==> src/hw/rtl/prgal_pkg.sv <==
// Shared types and constants for the pump run guard with adaptive limit.
// Holds field widths, action and status codes, and the beat layouts.
// No dependencies.
package prgal_pkg;

   // Field widths
   localparam int TICK_BITS   = 16;
   localparam int SAMPLE_BITS = 10;
   localparam int ACTION_BITS = 2;
   localparam int STATUS_BITS = 3;
   localparam int CSR_IDX_BITS = 2;

   // Stream widths, padded to whole bytes
   localparam int REQ_DATA_BITS = 32;
   localparam int RSP_DATA_BITS = 40;

   // Rounding offset for the sixteenth cut, shifts for the adaptation steps
   localparam int CUT_ROUND = 15;
   localparam int CUT_SHIFT = 4;
   localparam int GROW_SHIFT = 5;

   // Action codes
   localparam logic [ACTION_BITS-1:0] ACT_ACTIVATE = 2'd0;
   localparam logic [ACTION_BITS-1:0] ACT_TICK     = 2'd1;
   localparam logic [ACTION_BITS-1:0] ACT_CLEAR    = 2'd2;

   // Status codes
   localparam logic [STATUS_BITS-1:0] ST_NONE     = 3'd0;
   localparam logic [STATUS_BITS-1:0] ST_STARTED  = 3'd1;
   localparam logic [STATUS_BITS-1:0] ST_FINISHED = 3'd2;
   localparam logic [STATUS_BITS-1:0] ST_OVERFLOW = 3'd3;
   localparam logic [STATUS_BITS-1:0] ST_LOW      = 3'd4;
   localparam logic [STATUS_BITS-1:0] ST_SHORT    = 3'd5;
   localparam logic [STATUS_BITS-1:0] ST_BUSY     = 3'd6;

   // Configuration register indexes
   localparam logic [CSR_IDX_BITS-1:0] CSR_LEVEL_LOW  = 2'd0;
   localparam logic [CSR_IDX_BITS-1:0] CSR_LEVEL_HIGH = 2'd1;
   localparam logic [CSR_IDX_BITS-1:0] CSR_DUR_FLOOR  = 2'd2;
   localparam logic [CSR_IDX_BITS-1:0] CSR_DUR_CEIL   = 2'd3;

   // Reset values of the configuration registers
   localparam logic [SAMPLE_BITS-1:0] LEVEL_LOW_RST  = 10'd200;
   localparam logic [SAMPLE_BITS-1:0] LEVEL_HIGH_RST = 10'd900;
   localparam logic [TICK_BITS-1:0]   DUR_FLOOR_RST  = 16'd1000;
   localparam logic [TICK_BITS-1:0]   DUR_CEIL_RST   = 16'd60000;

   // One input beat after unpacking
   typedef struct packed {
      logic [ACTION_BITS-1:0] action;
      logic [TICK_BITS-1:0]   requested_duration;
      logic [SAMPLE_BITS-1:0] level_sample;
      logic                   overflow_pin;
   } req_item_type;

   // One result beat before packing
   typedef struct packed {
      logic [STATUS_BITS-1:0] status;
      logic                   pump_on;
      logic                   active_mark;
      logic                   overflow_flag;
      logic [TICK_BITS-1:0]   run_limit;
      logic [TICK_BITS-1:0]   last_run;
   } rsp_item_type;

endpackage

==> src/hw/rtl/pump_run_guard_adaptive_limit_core.sv <==
// Pump run guard with adaptive run limit: top level.
// An accepted beat passes through the input register, then the result register.
// Throughput: one beat per cycle; req_tready drops only while the result
// register is full and rsp_tready is low. Reset (synchronous, active high)
// stops the pump, clears all marks and counters, loads the configuration
// reset values and sets the run limit to the ceiling reset value.
// Depends on prgal_pkg.
module pump_run_guard_adaptive_limit_core
   import prgal_pkg::*;
(
   input  logic                     clock,
   input  logic                     reset,
   // input channel
   input  logic                     req_tvalid,
   output logic                     req_tready,
   // [15:0] requested_duration, [25:16] level_sample, [26] overflow_pin
   input  logic [REQ_DATA_BITS-1:0] req_tdata,
   // [1:0] action
   input  logic [ACTION_BITS-1:0]   req_tuser,
   // result channel
   output logic                     rsp_tvalid,
   input  logic                     rsp_tready,
   // [0] pump_on, [1] active_mark, [2] overflow_flag, [18:3] run_limit,
   // [34:19] last_run
   output logic [RSP_DATA_BITS-1:0] rsp_tdata,
   // [2:0] status
   output logic [STATUS_BITS-1:0]   rsp_tuser,
   // configuration write channel
   input  logic                     csr_valid,
   output logic                     csr_ready,
   input  logic [CSR_IDX_BITS-1:0]  csr_index,
   input  logic [TICK_BITS-1:0]     csr_data
);

   // Configuration registers
   logic [SAMPLE_BITS-1:0] level_low_ff;
   logic [SAMPLE_BITS-1:0] level_high_ff;
   logic [TICK_BITS-1:0]   dur_floor_ff;
   logic [TICK_BITS-1:0]   dur_ceil_ff;

   // Run state
   logic                 running_ff, running_in;
   logic                 active_ff, active_in;
   logic                 ovf_seen_ff, ovf_seen_in;
   logic                 armed_ff, armed_in;
   logic [TICK_BITS-1:0] elapsed_ff, elapsed_in;
   logic [TICK_BITS-1:0] target_ff, target_in;
   logic [TICK_BITS-1:0] prev_run_ff, prev_run_in;
   logic [TICK_BITS-1:0] limit_ff, limit_in;

   // Pipeline registers
   logic         in_valid_ff;
   req_item_type item_ff;
   logic         out_valid_ff;
   rsp_item_type out_ff;
   rsp_item_type out_in;

   logic advance;

   // Move the held beat into the result register when it is free
   assign advance    = in_valid_ff && (!out_valid_ff || rsp_tready);
   assign req_tready = !in_valid_ff || advance;
   assign csr_ready  = 1'b1;

   // Configuration writes
   always_ff @(posedge clock) begin
      if (reset) begin
         level_low_ff  <= LEVEL_LOW_RST;
         level_high_ff <= LEVEL_HIGH_RST;
         dur_floor_ff  <= DUR_FLOOR_RST;
         dur_ceil_ff   <= DUR_CEIL_RST;
      end else if (csr_valid && csr_ready) begin
         case (csr_index)
            CSR_LEVEL_LOW:  level_low_ff  <= csr_data[SAMPLE_BITS-1:0];
            CSR_LEVEL_HIGH: level_high_ff <= csr_data[SAMPLE_BITS-1:0];
            CSR_DUR_FLOOR:  dur_floor_ff  <= csr_data;
            CSR_DUR_CEIL:   dur_ceil_ff   <= csr_data;
            default: ;
         endcase
      end
   end

   // Input register
   always_ff @(posedge clock) begin
      if (reset) begin
         in_valid_ff <= 1'b0;
      end else if (req_tready) begin
         in_valid_ff <= req_tvalid;
      end
   end

   always_ff @(posedge clock) begin
      if (req_tready && req_tvalid) begin
         item_ff.action             <= req_tuser;
         item_ff.requested_duration <= req_tdata[TICK_BITS-1:0];
         item_ff.level_sample       <= req_tdata[TICK_BITS+SAMPLE_BITS-1:TICK_BITS];
         item_ff.overflow_pin       <= req_tdata[TICK_BITS+SAMPLE_BITS];
      end
   end

   // Level classification, adaptation and clamp helpers
   logic [STATUS_BITS-1:0] level_class;
   logic [TICK_BITS:0]     cut_sum;
   logic [TICK_BITS-1:0]   reduced;
   logic [TICK_BITS:0]     grown_sum;
   logic [TICK_BITS-1:0]   grown;
   logic [TICK_BITS-1:0]   adapt_raw;
   logic [TICK_BITS-1:0]   adapt_floor;
   logic [TICK_BITS-1:0]   adapt_clamped;
   logic [TICK_BITS-1:0]   limit_adapted;
   logic [TICK_BITS-1:0]   request_clamped;
   logic [TICK_BITS-1:0]   elapsed_inc;

   always_comb begin
      if (item_ff.level_sample > level_high_ff) begin
         level_class = ST_SHORT;
      end else if (item_ff.level_sample < level_low_ff) begin
         level_class = ST_LOW;
      end else begin
         level_class = ST_NONE;
      end

      // Cut by a rounded-up sixteenth after an overflow
      cut_sum = {1'b0, prev_run_ff} + (TICK_BITS+1)'(CUT_ROUND);
      reduced = prev_run_ff - TICK_BITS'(cut_sum[TICK_BITS:CUT_SHIFT]);

      // Grow by a rounded-down thirty-second, saturating
      grown_sum = {1'b0, limit_ff} + {1'b0, (limit_ff >> GROW_SHIFT)};
      grown     = grown_sum[TICK_BITS] ? {TICK_BITS{1'b1}} : grown_sum[TICK_BITS-1:0];

      adapt_raw     = ovf_seen_ff ? reduced : grown;
      adapt_floor   = (adapt_raw < dur_floor_ff) ? dur_floor_ff : adapt_raw;
      adapt_clamped = (adapt_floor > dur_ceil_ff) ? dur_ceil_ff : adapt_floor;

      if (ovf_seen_ff || (prev_run_ff == limit_ff)) begin
         limit_adapted = adapt_clamped;
      end else begin
         limit_adapted = limit_ff;
      end

      request_clamped = (item_ff.requested_duration > limit_adapted) ?
                        limit_adapted : item_ff.requested_duration;

      elapsed_inc = (elapsed_ff == {TICK_BITS{1'b1}}) ? elapsed_ff :
                    elapsed_ff + TICK_BITS'(1);
   end

   // Step the run state for the held beat
   always_comb begin
      logic [STATUS_BITS-1:0] status;
      status      = ST_NONE;
      running_in  = running_ff;
      active_in   = active_ff;
      ovf_seen_in = ovf_seen_ff;
      armed_in    = armed_ff;
      elapsed_in  = elapsed_ff;
      target_in   = target_ff;
      prev_run_in = prev_run_ff;
      limit_in    = limit_ff;

      case (item_ff.action)
         ACT_ACTIVATE: begin
            if (running_ff) begin
               status = ST_BUSY;
            end else begin
               status = level_class;
               if (level_class == ST_NONE) begin
                  limit_in    = limit_adapted;
                  ovf_seen_in = 1'b0;
                  armed_in    = 1'b1;
                  if (item_ff.overflow_pin) begin
                     ovf_seen_in = 1'b1;
                     armed_in    = 1'b0;
                     status      = ST_OVERFLOW;
                  end else if (request_clamped == '0) begin
                     elapsed_in  = '0;
                     prev_run_in = '0;
                     status      = ST_FINISHED;
                  end else begin
                     active_in  = 1'b1;
                     running_in = 1'b1;
                     elapsed_in = '0;
                     target_in  = request_clamped;
                     status     = ST_STARTED;
                  end
               end
            end
         end
         ACT_TICK: begin
            if (running_ff) begin
               elapsed_in = elapsed_inc;
               if (armed_ff && item_ff.overflow_pin) begin
                  ovf_seen_in = 1'b1;
                  armed_in    = 1'b0;
                  status      = ST_OVERFLOW;
               end else if (level_class != ST_NONE) begin
                  status = level_class;
               end else if (elapsed_inc >= target_ff) begin
                  status = ST_FINISHED;
               end
               // Any reason above ends the run
               if (status != ST_NONE) begin
                  running_in  = 1'b0;
                  active_in   = 1'b0;
                  prev_run_in = elapsed_inc;
               end
            end else if (armed_ff && item_ff.overflow_pin) begin
               ovf_seen_in = 1'b1;
               armed_in    = 1'b0;
            end
         end
         ACT_CLEAR: begin
            active_in = 1'b0;
         end
         default: ;
      endcase

      out_in.status        = status;
      out_in.pump_on       = running_in;
      out_in.active_mark   = active_in;
      out_in.overflow_flag = ovf_seen_in;
      out_in.run_limit     = limit_in;
      out_in.last_run      = prev_run_in;
   end

   // State update, one beat per advance
   always_ff @(posedge clock) begin
      if (reset) begin
         running_ff  <= 1'b0;
         active_ff   <= 1'b0;
         ovf_seen_ff <= 1'b0;
         armed_ff    <= 1'b0;
         elapsed_ff  <= '0;
         target_ff   <= '0;
         prev_run_ff <= '0;
         limit_ff    <= DUR_CEIL_RST;
      end else if (advance) begin
         running_ff  <= running_in;
         active_ff   <= active_in;
         ovf_seen_ff <= ovf_seen_in;
         armed_ff    <= armed_in;
         elapsed_ff  <= elapsed_in;
         target_ff   <= target_in;
         prev_run_ff <= prev_run_in;
         limit_ff    <= limit_in;
      end
   end

   // Result register
   always_ff @(posedge clock) begin
      if (reset) begin
         out_valid_ff <= 1'b0;
      end else if (advance) begin
         out_valid_ff <= 1'b1;
      end else if (rsp_tready) begin
         out_valid_ff <= 1'b0;
      end
   end

   always_ff @(posedge clock) begin
      if (advance) begin
         out_ff <= out_in;
      end
   end

   assign rsp_tvalid = out_valid_ff;
   assign rsp_tuser  = out_ff.status;
   assign rsp_tdata  = {5'b0, out_ff.last_run, out_ff.run_limit, out_ff.overflow_flag,
                        out_ff.active_mark, out_ff.pump_on};

   // A run in progress always has a nonzero target
   assert property (@(posedge clock) disable iff (reset)
      running_ff |-> (target_ff != '0))
      else $error("run active with zero target length");

   // A run in progress has not yet reached its target
   assert property (@(posedge clock) disable iff (reset)
      running_ff |-> (elapsed_ff < target_ff))
      else $error("run active past its target length");

   // A started result always reports the pump on and the active mark set
   assert property (@(posedge clock) disable iff (reset)
      (rsp_tvalid && (rsp_tuser == ST_STARTED)) |-> (rsp_tdata[0] && rsp_tdata[1]))
      else $error("started status without pump drive");

endmodule

==> config.mk <==
export PLATFORM = sky130hd
export DESIGN_NAME = pump_run_guard_adaptive_limit_core
export DESIGN_NICKNAME = d
export VERILOG_FILES = /design/src/hw/rtl/prgal_pkg.sv /design/src/hw/rtl/pump_run_guard_adaptive_limit_core.sv
export SDC_FILE = /design/constraint.sdc
export NUM_CORES = 1
export LEC_CHECK = 0
export BUFFER_PORTS_ARGS = -buffer_cell sky130_fd_sc_hd__buf_2
export CELL_PAD_IN_SITES_DETAIL_PLACEMENT = 0
export CELL_PAD_IN_SITES_GLOBAL_PLACEMENT = 1
export CORE_AREA = 2 2 168 186
export DETAILED_ROUTE_END_ITERATION = 12
export DIE_AREA = 0 0 170 188
export GPL_ROUTABILITY_DRIVEN = 0
export HOLD_SLACK_MARGIN = 0.12
export PLACE_DENSITY_LB_ADDON = 0.08
export SLEW_MARGIN = 20
export SYNTH_ARGS = -nofsm -noshare
export SYNTH_HDL_FRONTEND = slang
export SYNTH_SLANG_ARGS = --single-unit
==> constraint.sdc <==
create_clock -name clock -period 9.2 [get_ports clock]
set_clock_uncertainty 0.2 [all_clocks]
set_input_delay 2.3 -clock clock [delete_from_list [all_inputs] [get_ports clock]]
set_output_delay 2.3 -clock clock [all_outputs]
set_load 0.005 [all_outputs]
==> run_results.csv <==
group,metric,value,unit
timing,max_slew_margin,0.234,
clock_network,clkTransAtPathRegs,0.09,ns
route,ant_nets,0,
clock_network,clock-sinks,189,
yosys,yosysMostFrequentCell,"nand2_1",
yosys,synth_top_area_cell,"dfxtp_1",
timing,finalCritPeriodShare,1.09,
global_route,grt_start_max_net_pins,92,
global_route,grt_overflow_total,0,
layout,nFillCells,2830,
floorplanning,fp.dieW,170,µm
yosys,ys_types,89,
clock_network,root_buffer,"clkbuf_16",
yosys,ys_ff_latch,189,
global_route,gr-usage-all-layers,0.263,
placed_design,dpl-instance-area,15000,µm²
timing,period_minus_slack,10.07,ns
timing,setup-violations-final,54,
worst_setup_path,cp_max_fo,15,
power,power_frac_seq,0.382,
global_route,grt_pass1_vias,11499,
power,power_switching,0.790,mW
yosys,netlist.area_leader.share,0.196,
worst_setup_path,path_buf_inv,9,
yosys,yosysWarnings,0,
clock_network,cts.htree.levels,4,
worst_setup_path,critPathLaunchType,"flip-flop",
power,intPower,1.60,mW
worst_setup_path,slowest_stage,"a2111o_1",
status,status,"finished with violations",
power,power_density,144,nW/µm²
worst_setup_path,crit_path_frequent_cell,"buf_6",
yosys,yosys-top-cells-area,"dfxtp_1 (20%), edfxtp_1 (16%), ha_1 (11%)",
yosys,async_flop_share,0,
placed_design,place_hpwl,32.1,mm
timing,rsz0062_at_grt,"true",
yosys,synth_area_per_cell,8.39,µm²
worst_setup_path,crit_family,"compound AO/OA/AOI/OAI gates",
floorplanning,start_util,0.413,
route,wl_met2,20.6,mm
timing,drv_slew,0,
floorplanning,chipHeight,188,µm
worst_setup_path,critical_path_class,"flip-flop to flip-flop",
yosys,synth_xor_area_frac,0.0359,
clock_network,cts_tree,"yes",
power,leakage,6.97,nW
layout,final_core_util,0.551,
clock_network,clock_path_buffers,2,
flow_run,max-cap-violations,0,
worst_setup_path,cp-end-kind,"flip-flop",
route,drt_iter0_drc,858,
worst_setup_path,crit_required,9.22,ns
global_route,antenna_found_initial,0,
route,routedLengthMet1,18.3,mm
layout,fin_cells,2188,
placed_design,dp_worst_setup_slack,-0.929,ns
route,via_per_inst,5.50,
yosys,synthesis.area,12500,µm²
timing,hold_viol_final,0,
layout,stdcell_area,16600,µm²
layout,insertedDiodeCount,0,
timing,tns,-41.66,ns
placed_design,io_buffer_count,91,
yosys,synthTopCellsByCount,"nand2_1 (215), a21oi_1 (141), dfxtp_1 (122), ha_1 (107), inv_1 (102)",
route,num_vias,12027,
yosys,yosys.area_share.simple,0.185,
layout,drive_gt1_frac,0.300,
yosys,synth_flop_cell,"dfxtp_1",
route,top_layer,"met4",
layout,regArea,4470,µm²
timing,clock.fmax,0.0993,GHz
global_route,grt_pass1_wl,64.4,mm
route,drc,0,
yosys,muxShareOfSynthArea,0.0172,
floorplanning,row_count,67,
floorplanning,die_area,32000,µm²
floorplanning,ios,103,
route,wl_per_cell,19.4,µm
power,p_clk_frac,0.330,
yosys,synthCells,1485,
timing,setup_ws,-0.869,ns
yosys,synth-edff-count,67,
worst_setup_path,crit_arrival,10.08,ns
layout,layout.nets,1962,
status,violations,"setup timing",
layout,multi_input_area,8040,µm²
route,drt_first_pass_iters,5,
power,netSwitchingFraction,0.330,
floorplanning,core,30200,µm²
layout,area_growth,33.4,%
yosys,synth_fa_ha_area_frac,0.111,
power,pwr-share-comb,0.287,
yosys,ys_seq_area_frac,0.358,
worst_setup_path,max_stage_delay,0.42,ns
hold_path,hp-class,"flip-flop to flip-flop",
yosys,synth_top_family_by_area,"compound AO/OA/AOI/OAI gates",
clock_network,hold_buffers,0,
clock_network,clk_latency,0.45,ns
hold_path,min-delay-start,"level_low_ff[5]",
placed_design,dp_cells,2115,
yosys,synth-compound-area-share,0.234,
worst_setup_path,rr_startpoint,"prev_run_ff[0]",
timing,worst_slew_pin_slew,1.15,ns
route,drt-total-wl,42.4,mm
power,max-vdd-ir-drop,0.123,mV
route,wl_met3,1.76,mm
clock_network,cts_made_buffers,17,
worst_setup_path,crit_start,"prev_run_ff[0]",
[power groups by stage]
| stage | Sequential, mW | Combinational [mW] | Clock (mW) |
|---|---|---|---|
| 2_1_floorplan | 0.930 | 0.314 | 0 |
| 3_3_place_gp | 0.934 | 0.573 | 0 |
| 3_5_place_dp | 0.935 | 0.580 | 0 |
| 4_1_cts | 0.916 | 0.659 | 0.815 |
| 5_1_grt | 0.920 | 0.745 | 0.840 |
| 6_report | 0.916 | 0.688 | 0.791 |
[path summary, 6_finish.rpt]
kind | endpoint | slack [ns] | depth (start not counted)
hold / removal | level_low_ff[5] | 0.26 | 2
setup reg to reg | rsp_tdata[21] | -0.87 | 47
hold reg to reg | level_low_ff[5] | 0.26 | 2
setup / recovery | rsp_tdata[21] | -0.87 | 47
[tightest hold or removal path, stage by stage, from the launching register on]
cell	delay (ns)
dfxtp_1	0.31
nand2_1	0.05
a21oi_1	0.05
[per-stage QoR]
| step | hold slack, ns | power [mW] |
|---|---|---|
| final | 0.258 | 2.40 |
| after CTS | 0.259 | 2.39 |
| after global placement | 0.243 | 1.51 |
| after floorplan | 0.236 | 1.24 |
| after detailed placement | 0.247 | 1.51 |
| after global routing | 0.275 | 2.50 |
[layout by cell type (no fill, tap or decap), types with 30 or more instances in the layout]
cell type / n
a21oi_1: 131
o21ai_0: 74
nor2_1: 76
o211ai_1: 30
dfxtp_1: 118
xor2_1: 30
buf_2: 90
nand3_1: 44
buf_4: 246
nand2_1: 207
ha_1: 96
inv_1: 95
edfxtp_1: 67
[cell type report]
cell class,count,area share
inverter,103,0.0234
sequential,189,0.269
tap,379,0.0285
clock inverter,14,0.0108
multi-input combinational,1123,0.483
clock buffer,18,0.0271
timing repair buffer,362,0.158
[registers in the layout (all words and copies together) (netlist names)]
signal         count
in_valid_ff        1
level_high_ff     10
target_ff         16
prev_run_ff       16
elapsed_ff        16
rsp_tvalid         1
dur_ceil_ff       16
ovf_seen_ff        1
active_ff          1
armed_ff           1
rsp_tuser          3
dur_floor_ff      16
running_ff         1
rsp_tdata         35
item_ff           29
level_low_ff      10
limit_ff          16
[cells by family (layout without fill, tap and decap cells)]
family / Yosys count / in the layout
AOI/OAI and AO/OA: 438 / 438
xor gates and xnor gates: 51 / 51
adders and majority gates: 109 / 109
buffers and inverters: 179 / 497
DFF: 189 / 189
muxes: 21 / 21
other: 2 / 6
and+or+nand+nor: 496 / 498
[what timing repair did]
item / 4_1_cts / 5_1_grt
gates cloned: 2 / 2
endpoints found under the setup margin: 54 / 54
buffers inserted: 26 / 11
pin swaps: 62 / 33
resized for setup: 102 / 44
[layer usage]
metal	vias to the layer above	global-route usage
li1	5983	-
met1	5682	0.338
met2	297	0.447
met3	65	0.0327
met4	0	0.108
met5	-	0
No activity file was read; power rests on OpenSTA's default activity.
